`src/hw/rtl/u8v_pkg.sv`:
```
// Shared types, constants and lookup functions for the UTF-8 string validator.
`default_nettype none

package u8v_pkg;

    localparam int MaxBuffer = 512;
    localparam int PosW      = 10;
    localparam int CountW    = 3;
    localparam int LenW      = 10;
    localparam int IndexW    = 2;

    localparam logic [PosW-1:0] LimitCap =
        PosW'((MaxBuffer > ((1 << PosW) - 1)) ? ((1 << PosW) - 1) : MaxBuffer);

    localparam logic [IndexW-1:0] CfgMinLength = 2'd0;
    localparam logic [IndexW-1:0] CfgMaxLength = 2'd1;

    localparam logic [LenW-1:0] MinLengthReset = 10'd4;
    localparam logic [LenW-1:0] MaxLengthReset = 10'd500;

    typedef enum logic [2:0] {
        StValid     = 3'd0,
        StTooShort  = 3'd1,
        StBadLead   = 3'd2,
        StBadCont   = 3'd3,
        StCtrlChar  = 3'd4,
        StTruncated = 3'd5,
        StNoTerm    = 3'd6
    } status_t;

    typedef struct packed {
        logic [PosW-1:0]   pos;
        logic [CountW-1:0] cont;
        logic              done;
    } scan_t;

    typedef struct packed {
        logic            fire;
        status_t         status;
        logic [PosW-1:0] pos;
    } verdict_t;

    function automatic logic [CountW-1:0] lead_count(input logic [5:0] low);
        logic [CountW-1:0] n;
        if (!low[5])
        begin
            n = 3'd1;
        end
        else if (!low[4])
        begin
            n = 3'd2;
        end
        else if (!low[3])
        begin
            n = 3'd3;
        end
        else if (!low[2])
        begin
            n = 3'd4;
        end
        else if (!low[1])
        begin
            n = 3'd5;
        end
        else
        begin
            n = 3'd0;
        end
        return n;
    endfunction

    function automatic logic ctrl_ok(input logic [4:0] code);
        return (code == 5'h09) || (code == 5'h0a) || (code == 5'h0d);
    endfunction

endpackage

`default_nettype wire

```
`src/hw/rtl/u8v_check.sv`:
```
// Per-byte decision logic: next scan state and verdict for one input byte.
`default_nettype none

module u8v_check (
    input  wire u8v_pkg::scan_t              cur,
    input  wire                              first_byte,
    input  wire [7:0]                        data_byte,
    input  wire [u8v_pkg::LenW-1:0]          min_length,
    input  wire [u8v_pkg::PosW-1:0]          limit,
    output u8v_pkg::scan_t                   nxt,
    output u8v_pkg::verdict_t                vrd
);
    import u8v_pkg::*;

    logic [PosW-1:0]   p;
    logic [PosW-1:0]   p1;
    logic [CountW-1:0] n;
    logic              active;
    logic              advance;

    always_comb
    begin
        nxt        = cur;
        vrd.fire   = 1'b0;
        vrd.status = StValid;
        vrd.pos    = '0;
        advance    = 1'b0;
        n          = lead_count(data_byte[5:0]);
        p          = first_byte ? '0 : cur.pos;
        p1         = p + 1'b1;
        active     = first_byte || !cur.done;

        if (first_byte)
        begin
            nxt.pos  = '0;
            nxt.cont = '0;
            nxt.done = 1'b0;
        end

        if (active)
        begin
            vrd.pos = p;
            if (p >= limit)
            begin
                vrd.fire   = 1'b1;
                vrd.status = StNoTerm;
            end
            else if (!first_byte && cur.cont != '0)
            begin
                if (data_byte[7:6] != 2'b10)
                begin
                    vrd.fire   = 1'b1;
                    vrd.status = StBadCont;
                end
                else
                begin
                    nxt.cont = cur.cont - 1'b1;
                    advance  = 1'b1;
                end
            end
            else if (data_byte == 8'h00)
            begin
                vrd.fire   = 1'b1;
                vrd.status = (p >= min_length) ? StValid : StTooShort;
            end
            else if (data_byte[7])
            begin
                if (!data_byte[6] || n == '0)
                begin
                    vrd.fire   = 1'b1;
                    vrd.status = StBadLead;
                end
                else if (({1'b0, p} + {{(PosW + 1 - CountW){1'b0}}, n}) >= {1'b0, limit})
                begin
                    vrd.fire   = 1'b1;
                    vrd.status = StTruncated;
                end
                else
                begin
                    nxt.cont = n;
                    advance  = 1'b1;
                end
            end
            else if (data_byte[7:5] == 3'b000 && !ctrl_ok(data_byte[4:0]))
            begin
                vrd.fire   = 1'b1;
                vrd.status = StCtrlChar;
            end
            else
            begin
                advance = 1'b1;
            end

            if (advance)
            begin
                nxt.pos = p1;
                if (p1 >= limit)
                begin
                    vrd.fire   = 1'b1;
                    vrd.status = StNoTerm;
                    vrd.pos    = p1;
                end
            end

            if (vrd.fire)
            begin
                nxt.done = 1'b1;
                nxt.cont = '0;
            end
        end
    end

endmodule

`default_nettype wire

```
`src/hw/rtl/utf8_string_validator_core.sv`:
```
// Top level of the UTF-8 string validator: stream ports, registers, verdict output stage.
//
// Channel  Dir  Beat                 Payload
// s_*      in   s_tvalid & s_tready  tdata = data_byte, tuser = first_byte
// m_*      out  m_tvalid & m_tready  tdata = status, stop_position
// cfg_*    in   cfg_valid & cfg_ready index 0 min_length, 1 max_length
//
// One byte per cycle while s_tready is high; its verdict appears in the output register in the next cycle.
// The output register accepts a new byte while the last verdict is taken.
// A stalled verdict holds s_tready low until m_tready returns.
// Reset: scan idle until a byte with first_byte set, min_length 4, max_length 500.
`default_nettype none

module utf8_string_validator_core (
    input  wire                            clk,
    input  wire                            rst_n,
    input  wire                            s_tvalid,
    output logic                           s_tready,
    input  wire [7:0]                      s_tdata,   // [7:0] data_byte
    input  wire                            s_tuser,   // [0] first_byte
    output logic                           m_tvalid,
    input  wire                            m_tready,
    output logic [15:0]                    m_tdata,   // [2:0] status, [12:3] stop_position, [15:13] zero
    input  wire                            cfg_valid,
    output logic                           cfg_ready,
    input  wire [u8v_pkg::IndexW-1:0]      cfg_index,
    input  wire [u8v_pkg::LenW-1:0]        cfg_data
);
    import u8v_pkg::*;

    logic [LenW-1:0] min_length_reg;
    logic [LenW-1:0] max_length_reg;
    logic [PosW-1:0] limit;
    scan_t           scan_reg;
    scan_t           scan_next;
    verdict_t        vrd;
    logic            out_valid_reg;
    status_t         status_reg;
    logic [PosW-1:0] stop_pos_reg;
    logic            take;

    assign cfg_ready = 1'b1;
    assign s_tready  = !out_valid_reg || m_tready;
    assign take      = s_tvalid && s_tready;
    assign limit     = (max_length_reg < LimitCap) ? max_length_reg : LimitCap;

    u8v_check u_check (
        .cur        (scan_reg),
        .first_byte (s_tuser),
        .data_byte  (s_tdata),
        .min_length (min_length_reg),
        .limit      (limit),
        .nxt        (scan_next),
        .vrd        (vrd)
    );

    always_ff @(posedge clk or negedge rst_n)
    begin
        if (!rst_n)
        begin
            min_length_reg <= MinLengthReset;
            max_length_reg <= MaxLengthReset;
        end
        else if (cfg_valid)
        begin
            case (cfg_index)
                CfgMinLength: min_length_reg <= cfg_data;
                CfgMaxLength: max_length_reg <= cfg_data;
                default:      ;
            endcase
        end
    end

    always_ff @(posedge clk or negedge rst_n)
    begin
        if (!rst_n)
        begin
            scan_reg      <= '{pos: '0, cont: '0, done: 1'b1};
            out_valid_reg <= 1'b0;
        end
        else
        begin
            if (take)
            begin
                scan_reg      <= scan_next;
                out_valid_reg <= vrd.fire;
            end
            else if (m_tready)
            begin
                out_valid_reg <= 1'b0;
            end
        end
    end

    always_ff @(posedge clk)
    begin
        if (take && vrd.fire)
        begin
            status_reg   <= vrd.status;
            stop_pos_reg <= vrd.pos;
        end
    end

    assign m_tvalid = out_valid_reg;
    assign m_tdata  = {3'b000, stop_pos_reg, status_reg};

endmodule

`default_nettype wire
```
`config.mk`:
```
export PLATFORM = sky130hd
export DESIGN_NAME = utf8_string_validator_core
export DESIGN_NICKNAME = d
export VERILOG_FILES = /design/src/hw/rtl/u8v_pkg.sv /design/src/hw/rtl/u8v_check.sv /design/src/hw/rtl/utf8_string_validator_core.sv
export SDC_FILE = /design/constraint.sdc
export NUM_CORES = 1
export LEC_CHECK = 0
export BUFFER_PORTS_ARGS = -buffer_cell sky130_fd_sc_hd__buf_2
export CAP_MARGIN = 20
export CORE_MARGIN = 2
export CORE_UTILIZATION = 40
export DETAILED_ROUTE_END_ITERATION = 16
export SYNTH_ARGS = -nofsm -noshare
export SYNTH_HDL_FRONTEND = slang
export SYNTH_SLANG_ARGS = --single-unit
```
`constraint.sdc`:
```
create_clock -name clk -period 4.5 [get_ports clk]
set_input_delay 0.45 -clock clk [delete_from_list [all_inputs] [get_ports clk]]
set_output_delay 0.45 -clock clk [all_outputs]
set_load 0.01 [all_outputs]
```
==> results.toml <==
[floorplanning]
num_rows = 35
num_io_pins = 45
fp.coreArea_um2 = 9150
die_area_um2 = 10100
initial_core_util_pct = 40.9
die_h_um = 101
die_x_um = 101

[setup_path]
slowest_stage = "or4_1"
timing.rr.start = "scan_reg[4]"
worst_ep_arrival_time_ns = 4.35
r2r_cells = 18
worstPathCellList = "buf_2 > nor2b_1 > o21ai_0 > and2_1 > inv_1 > ha_1 > inv_1 > fa_1 > nand2b_1 > a21boi_0 > xnor2_1 > nor2_1 > ha_1 > a211oi_1 > o21ai_0 > a21oi_1 > o21ai_1 > a221o_1 > buf_4 > or4_1 > a21oi_1"
crit_fanout = 14
crit_type = "in2reg"
r2r-end = "stop_pos_reg[9]"
crit_path_max_incr_delay_ns = 0.40
rrSetupSlack_ns = 0.38
worstSetupEndpointType = "register"
critPathLaunchType = "input pin"
required_ns = 4.66

[clock_network]
cts_resized = 0
cts_buffers = 5
htreeDepth = 2
clk_pin_slew_ns = 0.10
ctsLongestPathBuffers = 2
cts_hold_buf = 0
clock-sinks = 48
cts_root_buffer = "clkbuf_8"
postCtsSetupBuffers = 0
clkLatencyLatePin_ns = 0.31
cts_tree = "built"

[run]
maxCapViolCount = 0

[synthesis]
synth_top_cell_area_share_pct = 18.1
synth_top_area_cell = "dfrtp_1"
ys_warn_count = 0
synth_cell_type_count = 57
synth_edf_count = 13
syn_area_um2 = 3740
ys_seq_area_share_pct = 34.1
synth-main-ff-cell = "dfrtp_1"
synth-seq-cells = 48
synth.area.top_cells = "dfrtp_1 (18%), ha_1 (15%), edfxtp_1 (10%)"
synth_area_per_cell_um2 = 9.03
synthCells = 414
synth-async-reset-ratio_pct = 72.9

[final_layout]
fin_cells = 570
largest_reg_flops = 14
drive_above_1_share_pct = 18.7
nNetsFinal = 531
stdcell_area_um2 = 4190
nFillCells = 876
seqCellArea_um2 = 1280
multi_input_area_um2 = 2270
diodes = 0
syn2layout_area_growth_pct = 12.0

[sta]
relSlewSlack_pct = 33.4
rsz0062_at_grt = "no"
finalCriticalPeriod_ns = 4.19
setup_viol = 0
fmax_mhz = 239
finalHoldViolCount = 0
slew_viol_final = 0
worst_slack_ns = 0.313
min_period_over_period_pct = 93.1
worstMarginPinSlew_ns = 0.996
skew_ns = 0.0122

[drt]
vias_per_cell = 5.62
dr.pass1.iters = 5
postRouteAntennaNets = 0
num_vias = 3206
wirelength_um = 9100
drt_iter0_drc = 160
drc = 0
post_drt_wl_per_cell_um = 16.0

[pwr]
peakVddDrop_uv = 178
power.total_mw = 1.57
leakagePower_nw = 1.91
combinationalPowerShare_pct = 45.4
swShare_pct = 39.6
seqPwrFrac_pct = 38.4
power_per_cell_area_nw_per_um2 = 376
power.internal_mw = 0.951
p_sw_mw = 0.623
pwr-share-clk_pct = 16.2

[global_route]
globalRouteOverflowTotal = 0
grt_pass1_wl_um = 15100
grt_usage_pct = 19.0
grt_pass1_vias = 3069
antenna_found_initial = 0
grt_max_degree = 36

[placement]
dpl_cell_area_um2 = 4090
numPortBuffers = 40
dp.cells = 561
dp_hpwl_um = 7300
post-place-ws_ns = -0.0147
place_congestion = 0.885

[worst_hold_path]
hold_path.class = "in2async"

[run_status]
status = "finished, final reports clean"
-- metal layers --
layer	wire length, um	GRT usage (%)
met1	4320	26.9
met5	0	0
met3	500	3.40
met2	4080	29.3
met4	197	6.01
-- cells by family (layout without fill, tap and decap cells) --
logic type,after synthesis,after routing,share of synthesized area [%]
AO/OA/AOI/OAI,106,106,18.5
XOR/XNOR,16,16,3.75
adder cells (fa/ha/maj),47,47,15.9
buffers and inverters,47,90,5.49
flip-flops,48,48,34.1
multiplexers,13,13,3.85
other,2,4,0.201
AND/OR/NAND/NOR,135,135,18.2
-- through the flow --
step	hold slack (ns)	utilization (%)	TNS [ns]
6_report	0.216	45.8	0
5_1_grt	0.299	45.8	0
4_1_cts	0.270	45.6	0
3_5_place_dp	0.494	44.7	-0.188
3_3_place_gp	0.486	44.7	0
2_1_floorplan	0.154	-	0
-- layout by cell type, fill, tap and decap left out, drive strengths merged, types with 4 or more instances in the layout --
cell type  instances
a21oi             21
o21a               9
nor3              10
buf               55
and3               4
o21ai             29
o31ai              5
or4                4
xor2               5
edfxtp            13
nor2b              8
a211oi             6
nor2              25
nand4              7
mux2              11
dfrtp             27
ha                46
xnor2             11
nand3             14
a21o               5
inv               26
conb               4
dfstp              8
nand2b            10
nand2             39
clkbuf             6
a22o               8
-- how the worst max path moves through the flow --
| stage | startpoint | to | cells after the start |
|---|---|---|---|
| 4_1_cts | s_tdata[1] | status_reg[2] | 19 |
| 5_1_grt | s_tdata[1] | stop_pos_reg[7] | 21 |
| 6_report | s_tdata[2] | stop_pos_reg[9] | 21 |
| 3_3_place_gp | s_tdata[1] | status_reg[2] | 19 |
| 3_5_place_dp | s_tdata[1] | status_reg[1] | 19 |
| 2_1_floorplan | s_tuser | status_reg[0] | 19 |
-- critical path: cells and delay by family --
kind	cells	cell delay, ns
fa+ha+maj	3	0.84
simple gates	5	0.94
compound gates	8	1.56
xor+xnor	1	0.14
buf+inv	4	0.41
-- power groups by stage --
| stage | logic (mW) | clock network [mW] | registers, mW |
|---|---|---|---|
| 5_1_grt | 0.813 | 0.280 | 0.614 |
| 6_report | 0.714 | 0.256 | 0.604 |
| 3_3_place_gp | 0.701 | 0 | 0.610 |
| 3_5_place_dp | 0.714 | 0 | 0.611 |
| 4_1_cts | 0.718 | 0.261 | 0.604 |
| 2_1_floorplan | 0.486 | 0 | 0.608 |
-- synth_stat cells, types with 7 or more instances --
cell,instances
a21oi_1,21
a22o_1,8
clkbuf_1,10
dfrtp_1,27
dfstp_2,8
edfxtp_1,13
ha_1,46
inv_1,25
mux2_2,11
nand2_1,39
nand2b_1,9
nand3_1,14
nand4_1,7
nor2_1,25
nor2b_1,8
nor3_1,10
o21a_1,9
o21ai_0,28
xnor2_1,11
-- layout make-up --
type,instances,area share [%]
multi-input cells,321,54.2
flip-flops and latches,48,30.5
repair buffers,55,7.56
well taps,111,3.32
inverters,27,2.42
clock buffers,6,1.73
clock inverters,2,0.299
Power figures use the tool's default switching activity.
